===== src/hw/rtl/tsch_pkg.sv =====
`default_nettype none

package tsch_pkg;

  localparam int MAX_ENTRIES_DEF = 16;
  localparam int TIME_BITS_DEF   = 24;

  localparam int IDX_W      = 4;
  localparam int TIME_W     = 24;
  localparam int QUANTUM_W  = 16;
  localparam int CNT_W      = 5;
  localparam int POLICY_W   = 2;
  localparam int CFG_IDX_W  = 2;
  localparam int CFG_DATA_W = 16;

  localparam logic [QUANTUM_W-1:0] QUANTUM_RESET     = 16'd500;
  localparam logic [CNT_W-1:0]     ENTRY_COUNT_RESET = 5'd16;

  localparam logic [POLICY_W-1:0] POL_FIFO = 2'd0;
  localparam logic [POLICY_W-1:0] POL_RR   = 2'd1;
  localparam logic [POLICY_W-1:0] POL_SJF  = 2'd2;
  localparam logic [POLICY_W-1:0] POL_PSJF = 2'd3;

  localparam logic OP_LOAD = 1'b0;
  localparam logic OP_TICK = 1'b1;

  localparam logic [CFG_IDX_W-1:0] CFG_POLICY      = 2'd0;
  localparam logic [CFG_IDX_W-1:0] CFG_QUANTUM     = 2'd1;
  localparam logic [CFG_IDX_W-1:0] CFG_ENTRY_COUNT = 2'd2;

  typedef struct packed {
    logic              operation;
    logic [IDX_W-1:0]  entry_index;
    logic [TIME_W-1:0] release_time;
    logic [TIME_W-1:0] exec_time;
  } in_word_t;

  typedef struct packed {
    logic             running_valid;
    logic [IDX_W-1:0] running_index;
    logic             finished_valid;
    logic [IDX_W-1:0] finished_index;
    logic             all_done;
  } out_word_t;

  // Controller to datapath.
  typedef struct packed {
    logic tick_start;
    logic load;
    logic chk;
    logic div_init;
    logic div_step;
    logic mod_step;
    logic scan_init;
    logic scan_issue;
    logic decide;
    logic finish;
    logic emit;
    logic run_show;
    logic fin_show;
  } cmd_t;

  // Datapath to controller.
  typedef struct packed {
    logic all_done;
    logic done_after;
    logic need_div;
    logic div_done;
    logic mod_done;
    logic scan_last;
  } stat_t;

endpackage

`default_nettype wire


===== src/hw/rtl/tsch_ctrl.sv =====
`default_nettype none

module tsch_ctrl (
  input  wire logic            clk,
  input  wire logic            rst_n,
  input  wire logic            start,
  input  wire logic            op,
  input  wire tsch_pkg::stat_t st,
  output tsch_pkg::cmd_t       cmd,
  output logic                 busy
);

  localparam logic [3:0] S_IDLE   = 4'd0;
  localparam logic [3:0] S_CHK    = 4'd1;
  localparam logic [3:0] S_FIN    = 4'd2;
  localparam logic [3:0] S_DIV    = 4'd3;
  localparam logic [3:0] S_MOD    = 4'd4;
  localparam logic [3:0] S_SINIT  = 4'd5;
  localparam logic [3:0] S_SCAN   = 4'd6;
  localparam logic [3:0] S_DRAIN  = 4'd7;
  localparam logic [3:0] S_DECIDE = 4'd8;
  localparam logic [3:0] S_RD2    = 4'd9;
  localparam logic [3:0] S_DEC    = 4'd10;

  logic [3:0] state_r;
  logic [3:0] state_nxt;

  always_ff @(posedge clk) begin
    if (!rst_n) begin
      state_r <= S_IDLE;
    end else begin
      state_r <= state_nxt;
    end
  end

  always_comb begin
    state_nxt = state_r;
    cmd       = '0;
    unique case (state_r)
      S_IDLE: begin
        if (start) begin
          if (op == tsch_pkg::OP_LOAD) begin
            cmd.load = 1'b1;
            cmd.emit = 1'b1;
          end else if (st.all_done) begin
            cmd.emit = 1'b1;
          end else begin
            cmd.tick_start = 1'b1;
            state_nxt      = S_CHK;
          end
        end
      end
      S_CHK: begin
        cmd.chk = 1'b1;
        if (st.done_after) begin
          state_nxt = S_FIN;
        end else if (st.need_div) begin
          cmd.div_init = 1'b1;
          state_nxt    = S_DIV;
        end else begin
          state_nxt = S_SINIT;
        end
      end
      S_FIN: begin
        cmd.emit     = 1'b1;
        cmd.fin_show = 1'b1;
        state_nxt    = S_IDLE;
      end
      S_DIV: begin
        if (st.div_done) begin
          state_nxt = S_MOD;
        end else begin
          cmd.div_step = 1'b1;
        end
      end
      S_MOD: begin
        if (st.mod_done) begin
          state_nxt = S_SINIT;
        end else begin
          cmd.mod_step = 1'b1;
        end
      end
      S_SINIT: begin
        cmd.scan_init = 1'b1;
        state_nxt     = S_SCAN;
      end
      S_SCAN: begin
        cmd.scan_issue = 1'b1;
        if (st.scan_last) begin
          state_nxt = S_DRAIN;
        end
      end
      S_DRAIN: begin
        state_nxt = S_DECIDE;
      end
      S_DECIDE: begin
        cmd.decide = 1'b1;
        state_nxt  = S_RD2;
      end
      S_RD2: begin
        state_nxt = S_DEC;
      end
      S_DEC: begin
        cmd.finish   = 1'b1;
        cmd.emit     = 1'b1;
        cmd.run_show = 1'b1;
        cmd.fin_show = 1'b1;
        state_nxt    = S_IDLE;
      end
      default: begin
        state_nxt = S_IDLE;
      end
    endcase
  end

  assign busy = (state_r != S_IDLE);

endmodule

`default_nettype wire


===== src/hw/rtl/tsch_dp.sv =====
`default_nettype none

module tsch_dp #(
  parameter int MAX_ENTRIES = tsch_pkg::MAX_ENTRIES_DEF,
  parameter int TIME_BITS   = tsch_pkg::TIME_BITS_DEF
) (
  input  wire logic                                 clk,
  input  wire logic                                 rst_n,
  input  wire tsch_pkg::cmd_t                       cmd,
  output tsch_pkg::stat_t                           st,
  input  wire tsch_pkg::in_word_t                   in_data,
  input  wire logic                                 cfg_we,
  input  wire logic [tsch_pkg::CFG_IDX_W-1:0]       cfg_index,
  input  wire logic [tsch_pkg::CFG_DATA_W-1:0]      cfg_wdata,
  output logic                                      out_valid,
  output tsch_pkg::out_word_t                       out_data
);

  localparam int IW    = $clog2(MAX_ENTRIES);
  localparam int CW    = $clog2(MAX_ENTRIES + 1);
  localparam int DCW   = $clog2(TIME_BITS + 1);
  localparam int QW    = tsch_pkg::QUANTUM_W;
  localparam int RW    = QW + 1;
  localparam int IDX_W = tsch_pkg::IDX_W;

  // configuration
  logic [tsch_pkg::POLICY_W-1:0] policy_r;
  logic [QW-1:0]                 quantum_r;
  logic [tsch_pkg::CNT_W-1:0]    entry_count_r;

  // tables
  logic [TIME_BITS-1:0] rel_mem [MAX_ENTRIES];
  logic [TIME_BITS-1:0] rem_mem [MAX_ENTRIES];
  logic [TIME_BITS-1:0] rd_rel_r;
  logic [TIME_BITS-1:0] rd_rem_r;

  // scheduler state
  logic [MAX_ENTRIES-1:0] arr_r;
  logic                   flag_r;
  logic [IW-1:0]          running_r;
  logic [TIME_BITS-1:0]   time_r;
  logic [TIME_BITS-1:0]   last_sw_r;
  logic [CW-1:0]          retired_r;
  logic                   fin_v_r;
  logic [IW-1:0]          fin_idx_r;

  // quantum check and rotation start
  logic [TIME_BITS-1:0] dv_r;
  logic [RW-1:0]        drem_r;
  logic [DCW-1:0]       dcnt_r;
  logic [CW-1:0]        s_r;

  // scan
  logic [IW-1:0]        scan_i_r;
  logic                 pend_r;
  logic [IW-1:0]        pend_idx_r;
  logic                 best_v_r;
  logic [IW-1:0]        best_idx_r;
  logic [TIME_BITS-1:0] best_key_r;
  logic                 first_v_r;
  logic [IW-1:0]        first_idx_r;
  logic                 hi_v_r;
  logic [IW-1:0]        hi_idx_r;

  logic                  out_valid_r;
  tsch_pkg::out_word_t   out_data_r;
  tsch_pkg::out_word_t   out_nxt;

  logic [CW-1:0]        n_use;
  logic [QW-1:0]        q_eff;
  logic                 load_ok;
  logic [IW-1:0]        load_addr;
  logic [IW-1:0]        ra;
  logic [IW-1:0]        wa;
  logic                 rel_we;
  logic                 rem_we;
  logic [TIME_BITS-1:0] wrem;
  logic                 retire_now;
  logic                 arr_new;
  logic                 cand;
  logic [TIME_BITS-1:0] key;
  logic [RW-1:0]        div_try;
  logic                 elapsed;
  logic                 sel_v;
  logic [IW-1:0]        sel_idx;
  logic                 switch_now;

  always_comb begin
    if (entry_count_r == '0) begin
      n_use = CW'(1);
    end else if (int'(entry_count_r) > MAX_ENTRIES) begin
      n_use = CW'(MAX_ENTRIES);
    end else begin
      n_use = CW'(entry_count_r);
    end
  end

  assign q_eff     = (quantum_r == '0) ? QW'(1) : quantum_r;
  assign load_ok   = int'(in_data.entry_index) < MAX_ENTRIES;
  assign load_addr = IW'(in_data.entry_index);
  assign ra        = cmd.scan_issue ? scan_i_r : running_r;
  assign wa        = cmd.load ? load_addr : running_r;
  assign rel_we    = cmd.load && load_ok;
  assign rem_we    = (cmd.load && load_ok) || (cmd.finish && flag_r && (rd_rem_r != '0));
  assign wrem      = cmd.load ? TIME_BITS'(in_data.exec_time) : (rd_rem_r - 1'b1);

  always_ff @(posedge clk) begin
    if (rel_we) begin
      rel_mem[wa] <= TIME_BITS'(in_data.release_time);
    end
    if (rem_we) begin
      rem_mem[wa] <= wrem;
    end
    rd_rel_r <= rel_mem[ra];
    rd_rem_r <= rem_mem[ra];
  end

  assign retire_now = flag_r && (rd_rem_r == '0);

  // scan compare on the word read for pend_idx_r
  assign arr_new = arr_r[pend_idx_r] | (rd_rel_r == time_r);
  assign cand    = arr_new && (rd_rem_r != '0);
  assign key     = (policy_r == tsch_pkg::POL_FIFO) ? rd_rel_r : rd_rem_r;

  assign div_try = {drem_r[RW-2:0], dv_r[TIME_BITS-1]};
  assign elapsed = (drem_r == '0);

  always_comb begin
    sel_v   = 1'b0;
    sel_idx = running_r;
    case (policy_r) inside
      tsch_pkg::POL_FIFO, tsch_pkg::POL_SJF: begin
        if (!flag_r) begin
          sel_v   = best_v_r;
          sel_idx = best_idx_r;
        end
      end
      tsch_pkg::POL_PSJF: begin
        sel_v   = best_v_r;
        sel_idx = best_idx_r;
      end
      tsch_pkg::POL_RR: begin
        if (!flag_r || elapsed) begin
          if (flag_r && hi_v_r) begin
            sel_v   = 1'b1;
            sel_idx = hi_idx_r;
          end else begin
            sel_v   = first_v_r;
            sel_idx = first_idx_r;
          end
        end
      end
      default: begin
        sel_v = 1'b0;
      end
    endcase
  end

  assign switch_now = sel_v && (!flag_r || (sel_idx != running_r));

  always_ff @(posedge clk) begin
    if (!rst_n) begin
      policy_r      <= tsch_pkg::POL_FIFO;
      quantum_r     <= tsch_pkg::QUANTUM_RESET;
      entry_count_r <= tsch_pkg::ENTRY_COUNT_RESET;
      arr_r         <= '0;
      flag_r        <= 1'b0;
      running_r     <= '0;
      time_r        <= '0;
      last_sw_r     <= '0;
      retired_r     <= '0;
      fin_v_r       <= 1'b0;
      pend_r        <= 1'b0;
      out_valid_r   <= 1'b0;
    end else begin
      if (cfg_we) begin
        unique case (cfg_index)
          tsch_pkg::CFG_POLICY:      policy_r      <= cfg_wdata[tsch_pkg::POLICY_W-1:0];
          tsch_pkg::CFG_QUANTUM:     quantum_r     <= cfg_wdata[QW-1:0];
          tsch_pkg::CFG_ENTRY_COUNT: entry_count_r <= cfg_wdata[tsch_pkg::CNT_W-1:0];
          default: begin
          end
        endcase
      end
      if (cmd.tick_start) begin
        fin_v_r <= 1'b0;
      end
      if (cmd.chk && retire_now) begin
        fin_v_r   <= 1'b1;
        flag_r    <= 1'b0;
        retired_r <= retired_r + 1'b1;
      end
      pend_r <= cmd.scan_issue;
      if (pend_r) begin
        arr_r[pend_idx_r] <= arr_new;
      end
      if (cmd.decide && switch_now) begin
        last_sw_r <= time_r;
        running_r <= sel_idx;
        flag_r    <= 1'b1;
      end
      if (cmd.finish) begin
        time_r <= time_r + 1'b1;
      end
      out_valid_r <= cmd.emit;
    end
  end

  always_ff @(posedge clk) begin
    if (cmd.chk && retire_now) begin
      fin_idx_r <= running_r;
    end
    if (cmd.div_init) begin
      dv_r   <= time_r - last_sw_r;
      drem_r <= '0;
      dcnt_r <= DCW'(TIME_BITS);
      s_r    <= CW'(running_r) + 1'b1;
    end
    if (cmd.div_step) begin
      dv_r   <= dv_r << 1;
      dcnt_r <= dcnt_r - 1'b1;
      if (div_try >= {1'b0, q_eff}) begin
        drem_r <= div_try - {1'b0, q_eff};
      end else begin
        drem_r <= div_try;
      end
    end
    if (cmd.mod_step) begin
      s_r <= s_r - n_use;
    end
    if (cmd.scan_init) begin
      scan_i_r  <= '0;
      best_v_r  <= 1'b0;
      first_v_r <= 1'b0;
      hi_v_r    <= 1'b0;
    end
    if (cmd.scan_issue) begin
      scan_i_r   <= scan_i_r + 1'b1;
      pend_idx_r <= scan_i_r;
    end
    if (pend_r && cand) begin
      if (!best_v_r || (key < best_key_r)) begin
        best_v_r   <= 1'b1;
        best_idx_r <= pend_idx_r;
        best_key_r <= key;
      end
      if (!first_v_r) begin
        first_v_r   <= 1'b1;
        first_idx_r <= pend_idx_r;
      end
      if (!hi_v_r && (CW'(pend_idx_r) >= s_r)) begin
        hi_v_r   <= 1'b1;
        hi_idx_r <= pend_idx_r;
      end
    end
    if (cmd.emit) begin
      out_data_r <= out_nxt;
    end
  end

  always_comb begin
    out_nxt.running_valid  = cmd.run_show && flag_r;
    out_nxt.running_index  = (cmd.run_show && flag_r) ? IDX_W'(running_r) : '0;
    out_nxt.finished_valid = cmd.fin_show && fin_v_r;
    out_nxt.finished_index = (cmd.fin_show && fin_v_r) ? IDX_W'(fin_idx_r) : '0;
    out_nxt.all_done       = (retired_r >= n_use);
  end

  always_comb begin
    st.all_done   = (retired_r >= n_use);
    st.done_after = retire_now && (CW'(retired_r + 1'b1) >= n_use);
    st.need_div   = (policy_r == tsch_pkg::POL_RR) && flag_r && !retire_now;
    st.div_done   = (dcnt_r == '0);
    st.mod_done   = (s_r < n_use);
    st.scan_last  = (CW'(scan_i_r) == (n_use - 1'b1));
  end

  assign out_valid = out_valid_r;
  assign out_data  = out_data_r;

endmodule

`default_nettype wire


===== src/hw/rtl/task_scheduler_fifo_rr_sjf.sv =====
// Tick-driven task scheduler over a table of MAX_ENTRIES entries.
// Input: a word is taken on a rising edge with start high and busy low.
//   operation load writes one entry's release time and run length; the
//   result word (no run, no retire, current all_done) shows in the next cycle.
//   operation tick retires, marks arrivals, picks per policy (FIFO, round
//   robin, SJF, preemptive SJF), charges one tick to the running entry and
//   advances the clock of the schedule.
// Output: out_valid strobes for exactly one cycle per input word; the
//   receiver cannot hold it off and must take it then.
// Timing: a load, or a tick after all entries are done, raises no busy.
//   A tick that retires the last entry holds busy through check and finish;
//   any other tick through check, one table pass at one entry per cycle,
//   decide and charge. Round robin with an entry still running adds the
//   bit-serial slice check and the wrap of the rotation start.
//   The result strobes in the first cycle busy is low; the next word may go then.
// Config: cfg_we writes register cfg_index (0 policy, 1 quantum,
//   2 entry_count) at once; write only while busy is low.
// Reset: rst_n (synchronous) restores register defaults and clears the
//   arrival flags, time and counters; table contents are kept.
`default_nettype none

module task_scheduler_fifo_rr_sjf #(
  parameter int MAX_ENTRIES = tsch_pkg::MAX_ENTRIES_DEF,
  parameter int TIME_BITS   = tsch_pkg::TIME_BITS_DEF
) (
  input  wire logic                              clk,
  input  wire logic                              rst_n,
  input  wire logic                              start,
  output logic                                   busy,
  input  wire tsch_pkg::in_word_t                in_data,
  input  wire logic                              cfg_we,
  input  wire logic [tsch_pkg::CFG_IDX_W-1:0]    cfg_index,
  input  wire logic [tsch_pkg::CFG_DATA_W-1:0]   cfg_wdata,
  output logic                                   out_valid,
  output tsch_pkg::out_word_t                    out_data
);

  // command and status between sequencer and datapath
  tsch_pkg::cmd_t  cmd;
  tsch_pkg::stat_t st;

  // sequence each tick word: check, slice test, table pass, decide, charge
  tsch_ctrl u_ctrl (
    .clk   (clk),
    .rst_n (rst_n),
    .start (start),
    .op    (in_data.operation),
    .st    (st),
    .cmd   (cmd),
    .busy  (busy)
  );

  // hold tables, schedule state, config and the result register
  tsch_dp #(
    .MAX_ENTRIES (MAX_ENTRIES),
    .TIME_BITS   (TIME_BITS)
  ) u_dp (
    .clk       (clk),
    .rst_n     (rst_n),
    .cmd       (cmd),
    .st        (st),
    .in_data   (in_data),
    .cfg_we    (cfg_we),
    .cfg_index (cfg_index),
    .cfg_wdata (cfg_wdata),
    .out_valid (out_valid),
    .out_data  (out_data)
  );

endmodule

`default_nettype wire


===== config.mk =====
export PLATFORM = sky130hd
export DESIGN_NAME = task_scheduler_fifo_rr_sjf
export DESIGN_NICKNAME = d
export VERILOG_FILES = /design/src/hw/rtl/tsch_pkg.sv /design/src/hw/rtl/tsch_ctrl.sv /design/src/hw/rtl/tsch_dp.sv /design/src/hw/rtl/task_scheduler_fifo_rr_sjf.sv
export SDC_FILE = /design/constraint.sdc
export NUM_CORES = 1
export LEC_CHECK = 0
export CORE_MARGIN = 8
export CORE_UTILIZATION = 38
export DETAILED_ROUTE_END_ITERATION = 10
export DONT_BUFFER_PORTS = 1
export SLEW_MARGIN = 30
export SYNTH_ARGS = -nofsm -noshare
export SYNTH_HDL_FRONTEND = slang
export SYNTH_SLANG_ARGS = --single-unit

===== constraint.sdc =====
create_clock -name clk -period 5.5 [get_ports clk]
set_input_delay 0.55 -clock clk [delete_from_list [all_inputs] [get_ports clk]]
set_output_delay 0.55 -clock clk [all_outputs]
set_load 0.01 [all_outputs]

== Word level (Yosys, flattened, before mapping) ==
Memories as Yosys holds them, arrays and structs flattened. A register that Yosys moved wholly into a read port is not among the register bits.
Cells that the tools add are included.

* Bits in registers: 217
* RAM bits: 768
* Bits of input ports: 75
* Output and inout bits: 13
* Word-level logic and storage cells: 209
* Memories kept: 2

{| class="wikitable"
|+ Memories
! memory !! depth !! width !! read ports !! clocked after memory_dff !! wr ports !! line !! source
|-
| u_dp.rel_mem || 16 || 24 || 1 || 1 || 1 || tsch_dp.sv:32 || <nowiki>logic [TIME_BITS-1:0] rel_mem [MAX_ENTRIES];</nowiki>
|-
| u_dp.rem_mem || 16 || 24 || 1 || 1 || 1 || tsch_dp.sv:33 || <nowiki>logic [TIME_BITS-1:0] rem_mem [MAX_ENTRIES];</nowiki>
|}

* $add $sub $neg: 10
* Order comparisons: 9
* Eq/ne operators: 24
* Muxes and demuxes: 82
* Bitwise operators: 2
* Reduce and logical (&&, ||, !) cells: 47

{| class="wikitable"
|+ Operator list
! kind !! number
|-
| $mux 24 || 4
|-
| $mux 4 || 16
|-
| $mux 17 || 3
|-
| $mux 1 || 42
|-
| $pmux 4 s9 || 1
|-
| $mux 5 || 6
|-
| $add 24x1->24 const B || 1
|-
| $eq 24x24->1 || 1
|-
| $logic_not 24->1 || 1
|-
| $lt 24x24->1 || 1
|-
| $reduce_bool 24->1 || 1
|-
| $sub 24x1->24 const B || 1
|-
| $sub 24x24->24 || 1
|-
| $ge 17x16->1 || 1
|-
| $logic_not 17->1 || 1
|-
| $sub 17x16->17 || 1
|-
| $bwmux 16 || 1
|-
| $eq 4x3->1 const B || 4
|-
| $logic_not 16->1 || 1
|-
| $mux 16 || 1
|-
| $logic_and 1x1->1 || 15
|-
| $eq 4x4->1 const B || 3
|-
| $ne 2x2->1 const B || 6
|-
| $reduce_and 2->1 || 6
|-
| other kinds (33) || 55
|}

== Depth between registers and ports, before layout ==
Gate-level depths: netlist of the first run.

* Word-level depth: 11
* Depth in mapped cells: 14
* Mapped depth without buffers: 12

== Modules after synthesis ==
Synthesis of the first run repeated with hierarchy kept, for this count alone.

* Cells, all modules: 2837
* Area, all modules: 43930.9 µm²

{| class="wikitable"
|+ By module, submodules not included
! module !! instances !! cells each !! area each (µm²) !! seq. area each (µm²)
|-
| tsch_dp || 1 || 2780 || 43508.0 || 29378.2
|-
| tsch_ctrl || 1 || 57 || 422.9 || 80.1
|}

== Worst setup path after synthesis of the first run ==
OpenSTA, ideal clock, no wires.

* Path kind: register to register
* Start: register u_dp.policy_r[0] (netlist name)
* End: register u_dp.best_idx_r[0], enable pin
* Data arrival time: 4373 ps
* Required time: 5076 ps
* Path slack: 703 ps
* Cell stages (with the launch flop): 13
* Path buffers: 2
* Period minus slack after synthesis: 4797 ps
* Cell sequence: dfxtp_1 -> clkbuf_1 -> nor2_1 -> clkbuf_1 -> mux2_2 -> ha_1 -> a21oi_1 -> nor2b_1 -> a2111oi_0 -> a2111oi_0 -> a2111oi_0 -> o31ai_1 -> a21oi_1

* Longest elaborated chain between the ends: 5

{| class="wikitable"
|+ Ends and longest elaborated chain
! what !! line !! source
|-
| start, declared || tsch_dp.sv:27 || <nowiki>logic [tsch_pkg::POLICY_W-1:0] policy_r;</nowiki>
|-
| start signal, assigned || tsch_dp.sv:163 || <nowiki>policy_r <= tsch_pkg::POL_FIFO;</nowiki>
|-
| start signal, assigned || tsch_dp.sv:178 || <nowiki>tsch_pkg::CFG_POLICY: policy_r <= cfg_wdata[tsch_pkg::POLICY_W-1:0];</nowiki>
|-
| $logic_not 2->1 || tsch_dp.sv:123 || <nowiki>assign key = (policy_r == tsch_pkg::POL_FIFO) ? rd_rel_r : rd_rem_r;</nowiki>
|-
| $mux 24 || tsch_dp.sv:123 ||
|-
| via u_dp.key[6] || tsch_dp.sv:81 || <nowiki>logic [TIME_BITS-1:0] key;</nowiki>
|-
| $lt 24x24->1 || tsch_dp.sv:242 || <nowiki>if (!best_v_r || (key < best_key_r)) begin</nowiki>
|-
| $logic_or 1x1->1 || tsch_dp.sv:242 ||
|-
| $reduce_and 2->1 (no source line) || n/a ||
|-
| end signal, assigned || tsch_dp.sv:244 || <nowiki>best_idx_r <= pend_idx_r;</nowiki>
|-
| end, declared || tsch_dp.sv:58 || <nowiki>logic [IW-1:0] best_idx_r;</nowiki>
|}

The timed path passes the listed nets, and every way through them passes these cells.
A chain may end at the register's enable or synchronous reset.

== Worst setup path in the final report of the first run ==
* Start: register u_dp.policy_r[0] (netlist name)
* End: register u_dp.best_key_r[22], enable pin

* Longest elaborated chain between the ends: 5

{| class="wikitable"
|+ Ends and longest elaborated chain
! what !! line !! source
|-
| $logic_not 2->1 || tsch_dp.sv:123 ||
|-
| $mux 24 || tsch_dp.sv:123 ||
|-
| via u_dp.key[9] || tsch_dp.sv:81 ||
|-
| $lt 24x24->1 || tsch_dp.sv:242 ||
|-
| $logic_or 1x1->1 || tsch_dp.sv:242 ||
|-
| $reduce_and 2->1 (no source line) || n/a ||
|-
| end signal, assigned || tsch_dp.sv:245 || <nowiki>best_key_r <= key;</nowiki>
|-
| end, declared || tsch_dp.sv:59 || <nowiki>logic [TIME_BITS-1:0] best_key_r;</nowiki>
|}

The timed path passes the listed nets, and every way through them passes these cells.

==> flow_metrics.py, run 1 <==
metrics = {
    "worst_setup_path": {
        "cp_max_fo": 19,
        "cp_top_family": "compound AO/OA/AOI/OAI gates",
        "slowest_stage": "a21oi_2",
        "worst_setup_path_end_kind": "flip-flop",
        "critPathKind": "reg -> reg",
        "cp_cell_sequence": "nor2_2 -> buf_4 -> mux2_2 -> ha_1 -> a21o_1 -> a21o_1 -> a21oi_1 -> nor2_1 -> a2111oi_0 -> o31ai_1 -> a21oi_2 -> buf_4",
        "cp_data_required_time_ps": 5890,
        "cpPeakStageDelay_ps": 590,
        "r2r_end": "u_dp.best_key_r[22]$_DFFE_PP_",
        "rr_worst_depth": 12,
        "r2r-start": "u_dp.policy_r[0]$_SDFFE_PN0P_",
        "critPathArrivalTime_ps": 4730,
        "reg2reg_slack_ps": 1150,
        "crit_path_start_kind": "flip-flop",
        "cp_num_buf_inv": 2,
    },
    "yosys": {
        "netlist_instances": 2853,
        "avgSynthCellArea_um2": 15.4,
        "synth_nets": 3016,
        "yosys_register_bits": 1033,
        "async_flop_share_pct": 0,
        "synth_common_cells": "edfxtp_1 (877), nand2_1 (244), mux4_2 (197), dfxtp_1 (156), nor2_1 (127)",
        "synth_flop_cell": "edfxtp_1",
        "syn-cell-area_um2": 43900,
        "synthTopCellsByArea": "edfxtp_1 (60%), mux4_2 (10%), dfxtp_1 (7.1%)",
        "yosys_warnings": 0,
        "yosysSeqAreaShare_pct": 67.1,
        "synth-edff-count": 877,
        "yosysMostFrequentCell": "edfxtp_1",
        "yosysTopAreaCell": "edfxtp_1",
        "yosysUniqueCellTypes": 79,
        "synth.top_cell.area_share_pct": 60.0,
    },
    "floorplan": {
        "pin_count": 88,
        "initial_core_util_pct": 38.3,
        "dieArea_um2": 127000,
        "core-area_um2": 115000,
        "die_x_um": 356,
        "die_h_um": 356,
        "rows": 124,
    },
    "clock_tree": {
        "root_buffer": "clkbuf_16",
        "clockBufferDepth": 3,
        "htreeDepth": 3,
        "cts_made_buffers": 107,
        "clk_pin_slew_ps": 60,
        "clock_latency_ps": 710,
        "cts_tree": "built",
        "cts_num_sinks": 1033,
    },
    "run": {
        "maxCapViolCount": 0,
    },
    "pwr": {
        "peakVddDrop_uv": 279,
        "p_clk_share_pct": 44.2,
        "pwr-share-comb_pct": 3.4,
        "p_leak_nw": 16.9,
        "seq_power_share_pct": 52.3,
        "p_sw_mw": 3.51,
        "p_per_area_nw_per_um2": 327,
        "switching_share_pct": 21.1,
        "intPower_mw": 13.2,
    },
    "hold_path": {
        "hp-class": "in -> reg",
        "hp-start": "cfg_wdata[3]",
        "holdPathStages": 2,
        "hold_path_end": "u_dp.entry_count_r[3]$_SDFFE_PN0P_",
    },
    "placed_design": {
        "routabilityCongestion": 0.824,
        "numPortBuffers": 0,
        "dp_hpwl_mm": 67.0,
    },
    "timing": {
        "rsz0062_at_grt": "no",
        "fin_setup_tns_ps": 0,
        "slew_headroom_pct": 32.3,
        "hold_violations": 0,
        "worstMarginPinSlew_ps": 1010,
        "clock.fmax_ghz": 0.230,
        "final_period_minus_worst_setup_slack_ps": 4350,
        "report.final.slew_viol_count": 0,
        "period_share_pct": 79.1,
        "fin_worst_skew_ps": 57.0,
        "setup_viol": 0,
    },
    "finish": {
        "nNetsFinal": 3108,
        "drive_gt1_share_pct": 18.7,
        "post-route-util_pct": 44.5,
        "fill_cells": 10000,
        "register_area_um2": 29500,
        "syn_to_final_growth_pct": 16.1,
        "multi_input_area_um2": 13800,
    },
    "grt": {
        "grt_pass1_vias": 24900,
        "antenna_found_initial": 15,
        "grt_pass1_wl_mm": 160,
        "grtUsageTotal_pct": 16.4,
        "grt_max_degree": 97,
        "grt_overflow": 0,
    },
    "routing": {
        "drt-initial-drc-count": 1694,
        "wirelength_mm": 105,
        "via_per_inst": 5.41,
        "dr.pass1.iters": 5,
        "avgRoutedWirePerCell_um": 23.1,
        "postRouteAntennaNets": 0,
        "drc_errors": 0,
        "vias": 24700,
    },
    "run_status": {
        "outcome": "complete, no violations",
    },
}
-- logic make-up after synthesis --
logic type      synth area share [%]
xor+xnor                        2.28
flops                           67.1
compound gates                  6.77
buf+inv                         2.39
mux                             11.4
simple gates                    7.46
fa+ha+maj                       2.61
-- stage by stage --
stage / hold WS [ps] / worst slack (ps) / total power [mW] / cell area [um2] / instances
after CTS: 3.04 / 1150 / 16.8 / 50800 / 4548
after detailed placement: 456 / 1160 / 9.39 / 46800 / 4306
after global placement: 452 / 1240 / 9.36 / 46000 / 4276
final: 50.1 / 1150 / 16.7 / 50900 / 4561
after global routing: 14.9 / 877 / 17.2 / 50900 / 4553
after floorplan: 406 / 703 / 9.17 / 43900 / 2853
-- cells in the final DEF, fill, tap and decap left out, types with 16 or more instances in the layout --
master         instances
xor2_1                40
nor2b_1               25
buf_4                 44
edfxtp_1             877
nand3_1               74
nand4_1               20
dfxtp_1              156
a31oi_1               62
mux2i_1               23
clkbuf_8              16
o21ai_0               96
nor2_4                30
inv_1                102
a211oi_2              23
nor3_1                24
buf_16                23
mux2_2                25
clkinv_2              19
a21oi_1               56
a21o_1                26
nand2b_1              24
ha_1                  85
o31ai_1               32
clkbuf_16            109
nor2_1                96
xnor2_1               74
and2_1                68
clkbuf_1              27
dlygate4sd3_1         38
nand2_1              243
mux4_2               197
a211oi_1              30
nor4_1                16
-- layout make-up --
cell class | instances | area share, %
tap | 1512 | 3.71
sequential | 1033 | 57.8
clock buffer | 152 | 5.99
timing repair buffer | 128 | 3.43
antenna | 10 | 0.0491
inverter | 105 | 0.784
clock inverter | 51 | 1.18
multi-input combinational | 1570 | 27.0
-- repair_timing --
item	4_1_cts	5_1_grt
hold buffers	39	0
endpoints found under the hold margin	462	0
setup buffers	0	0
resized for setup	0	0
-- worst max path at each step --
stage,startpoint,cells past startpoint,end
2_1_floorplan,u_dp.policy_r[0]$_SDFFE_PN0P_,12,u_dp.best_idx_r[0]$_DFFE_PP_
3_3_place_gp,u_dp.policy_r[0]$_SDFFE_PN0P_,12,u_dp.best_key_r[8]$_DFFE_PP_
3_5_place_dp,u_dp.policy_r[0]$_SDFFE_PN0P_,12,u_dp.best_key_r[2]$_DFFE_PP_
4_1_cts,u_dp.policy_r[0]$_SDFFE_PN0P_,12,u_dp.best_key_r[22]$_DFFE_PP_
5_1_grt,u_dp.policy_r[0]$_SDFFE_PN0P_,12,u_dp.best_key_r[22]$_DFFE_PP_
6_report,u_dp.policy_r[0]$_SDFFE_PN0P_,12,u_dp.best_key_r[22]$_DFFE_PP_
-- per-layer routing --
| layer | up-vias | global-route usage, % | wire length (um) | share of wire, % |
|---|---|---|---|---|
| met2 | 646 | 27.1 | 50600 | 48 |
| met4 | 10 | 4.01 | 2320 | 2.2 |
| li1 | 11300 | - | - | - |
| met3 | 167 | 3.52 | 6480 | 6.1 |
| met5 | - | 0 | 58 | 0.055 |
| met1 | 12600 | 22.2 | 46000 | 44 |
-- power by group through the flow --
stage          registers [mW]  logic, mW  clock network [mW]
6_report                 8.72      0.573                7.37
5_1_grt                  8.72      0.630                7.81
4_1_cts                  8.72      0.574                7.54
3_5_place_dp             8.89      0.500                   0
3_3_place_gp             8.89      0.476                   0
2_1_floorplan            8.85      0.317                   0
-- registers in the layout (all words and copies together), names as in the netlist, 5 cells and up --
signal and count:
u_dp.rel_mem 384, u_dp.rem_mem 384, u_dp.best_key_r 24, u_dp.dv_r 24, u_dp.last_sw_r 24, u_dp.rd_rel_r 24, u_dp.rd_rem_r 24, u_dp.time_r 24
u_dp.drem_r 17, u_dp.arr_r 16, u_dp.quantum_r 16, u_dp.out_data 11, u_dp.dcnt_r 5, u_dp.entry_count_r 5, u_dp.retired_r 5, u_dp.s_r 5
Note: power is estimated with default switching activity, not from simulation.
==> inputs of run 2 (changes only) <==
==> constraint.sdc (replaced) <==
create_clock -name clk -period 3.6 [get_ports clk]
set_input_delay 0.36 -clock clk [delete_from_list [all_inputs] [get_ports clk]]
set_output_delay 0.36 -clock clk [all_outputs]
set_load 0.01 [all_outputs]
==> run 2 against run 1 <==
  * Cell area is 0.35% higher
  * Maximum frequency is 29% higher
  * First-iteration DRC count is 35% higher
  * Via count is 0.89% higher
  * Count of clock-buffer cells in the layout is 13 lower
  * Critical path type unchanged
  * Largest power group unchanged
  * Highest routed layer unchanged
==> flow_metrics.py, run 2 (same netlist as run 1, synthesis figures left out) <==
metrics = {
    "run_status": {
        "outcome": "complete, no violations",
    },
    "pwr": {
        "p_per_area_nw_per_um2": 497,
        "switching_share_pct": 21.2,
        "p_sw_mw": 5.39,
        "p_leak_nw": 17.2,
        "pwr-share-comb_pct": 3.7,
        "fin_total_pwr_mw": 25.4,
        "p_clk_share_pct": 44.0,
        "seq_power_share_pct": 52.4,
        "intPower_mw": 20.0,
        "peakVddDrop_uv": 449,
    },
    "worst_setup_path": {
        "cp_data_required_time_ps": 4190,
        "cp_cell_sequence": "nor3_1 -> nor2_1 -> nor2_1 -> ha_1 -> nor2b_1 -> o21ai_0 -> maj3_1 -> a21oi_1 -> a31oi_1 -> a2111oi_0 -> o21ai_1 -> a21boi_0",
        "cp_max_fo": 7,
        "crit_path_start_kind": "flip-flop",
        "critPathKind": "reg -> reg",
        "cpPeakStageDelay_ps": 650,
        "cp_top_family": "compound AO/OA/AOI/OAI gates",
        "crit_path_frequent_cell": "nor2_1",
        "worst_setup_path_end_kind": "flip-flop",
        "critPathArrivalTime_ps": 3960,
        "cp_num_buf_inv": 0,
        "slowest_stage": "a2111oi_0",
    },
    "timing": {
        "worstMarginPinSlew_ps": 1080,
        "hold_violations": 0,
        "rsz0062_at_grt": "no",
        "fin_worst_skew_ps": 54.1,
        "slew_headroom_pct": 27.8,
        "setup_ws_ps": 235,
        "report.final.slew_viol_count": 0,
        "period_share_pct": 93.5,
        "fin_setup_tns_ps": 0,
        "timing.hold.ws_ps": 55.6,
        "clock.fmax_ghz": 0.297,
        "setup_viol": 0,
        "final_period_minus_worst_setup_slack_ps": 3360,
    },
    "routing": {
        "drt-initial-drc-count": 2282,
        "avgRoutedWirePerCell_um": 23.3,
        "highest_layer": "met5",
        "postRouteAntennaNets": 0,
        "wirelength_mm": 107,
        "via_per_inst": 5.39,
        "vias": 24900,
        "wl_met3_mm": 6.48,
        "wl_met2_mm": 50.6,
        "drc_errors": 0,
        "dr.pass1.iters": 6,
        "wl_met1_mm": 47.3,
    },
    "clock_tree": {
        "cts_setup_buffers": 0,
        "clock_latency_ps": 710,
        "clk_pin_slew_ps": 60,
        "cts_tree": "built",
        "cts_num_sinks": 1033,
        "clockBufferDepth": 3,
        "root_buffer": "clkbuf_16",
        "cts_made_buffers": 106,
        "htreeDepth": 3,
    },
    "placed_design": {
        "dp_hpwl_mm": 67.5,
        "dp_slack_ps": 82.8,
        "numPortBuffers": 0,
        "routabilityCongestion": 0.821,
    },
    "floorplan": {
        "die_h_um": 356,
        "die_x_um": 356,
        "core-area_um2": 115000,
        "dieArea_um2": 127000,
        "pin_count": 88,
        "rows": 124,
        "initial_core_util_pct": 38.3,
    },
    "finish": {
        "reg_top3": "u_dp.rel_mem (384), u_dp.rem_mem (384)",
        "nNetsFinal": 3176,
        "final_cell_mix": "edfxtp_1 (877), nand2_1 (243), mux4_2 (197), dfxtp_1 (156), buf_4 (122)",
        "syn_to_final_growth_pct": 16.5,
        "fill_cells": 10100,
        "post-route-util_pct": 44.6,
        "drive_gt1_share_pct": 20.1,
        "final_common_cell": "edfxtp_1",
    },
    "hold_path": {
        "hp-class": "in -> reg",
    },
    "grt": {
        "grtUsageTotal_pct": 16.7,
        "grt_pass1_vias": 25100,
        "grt_overflow": 0,
        "grt_pass1_wl_mm": 161,
        "antenna_found_initial": 12,
        "grt_max_degree": 87,
    },
    "run": {
        "maxCapViolCount": 0,
    },
}
run 2: cell count changes in the layout (fill, tap and decap cells not counted), sizes merged:
cell         change
bufinv           +2
dlygate4sd3      +3
diode            -3
clkbuf          -13
clkinvlp         -1
inv              -3
clkinv           +9
buf             +66
run 2: what timing repair did:
action,CTS,global route
endpoints found under the hold margin,467,0
setup endpoints to repair,0,33
gates resized for setup,0,4
hold buffers,42,0
run 2: per-layer routing:
layer,track usage [%],vias to the layer above
met3,3.54,174
li1,-,11400
met5,0,-
met1,22.9,12700
met4,5.10,4
met2,26.8,677
run 2: final cells by class:
class	count	area, um2	share of cell area [%]
timing repair buffer	197	2020	3.96
sequential	1033	29500	57.6
antenna	7	17.5	0.0343
tap	1512	1890	3.70
clock inverter	58	673	1.32
multi-input combinational	1570	13800	26.9
inverter	105	399	0.781
clock buffer	139	2900	5.67
run 2: final timing paths:
check / startpoint / end / slack, ps / cells past startpoint
max: u_dp.entry_count_r[2]$_SDFFE_PN0P_ / u_ctrl.state_r[0]$_SDFFE_PN0P_ / 240 / 12
min: rst_n / u_dp.quantum_r[8]$_SDFFE_PN1P_ / 60 / 2
max reg2reg: u_dp.entry_count_r[2]$_SDFFE_PN0P_ / u_ctrl.state_r[0]$_SDFFE_PN0P_ / 240 / 12
min reg2reg: u_dp.last_sw_r[23]$_SDFFE_PN0P_ / u_dp.last_sw_r[23]$_SDFFE_PN0P_ / 470 / 2
run 2: power by group through the flow:
stage	Combinational, mW	Clock [mW]	Sequential [mW]
2_1_floorplan	0.486	0	13.5
3_3_place_gp	0.798	0	13.6
3_5_place_dp	0.811	0	13.6
4_1_cts	0.930	11.4	13.3
5_1_grt	1.02	11.9	13.3
6_report	0.929	11.2	13.3
run 2: stage by stage:
step                      instance area [um2]  cells
after detailed placement                47100   4375
after global routing                    51100   4616
after CTS                               51100   4614
final                                   51100   4621
after floorplan                         43900   2853
after global placement                  47000   4374
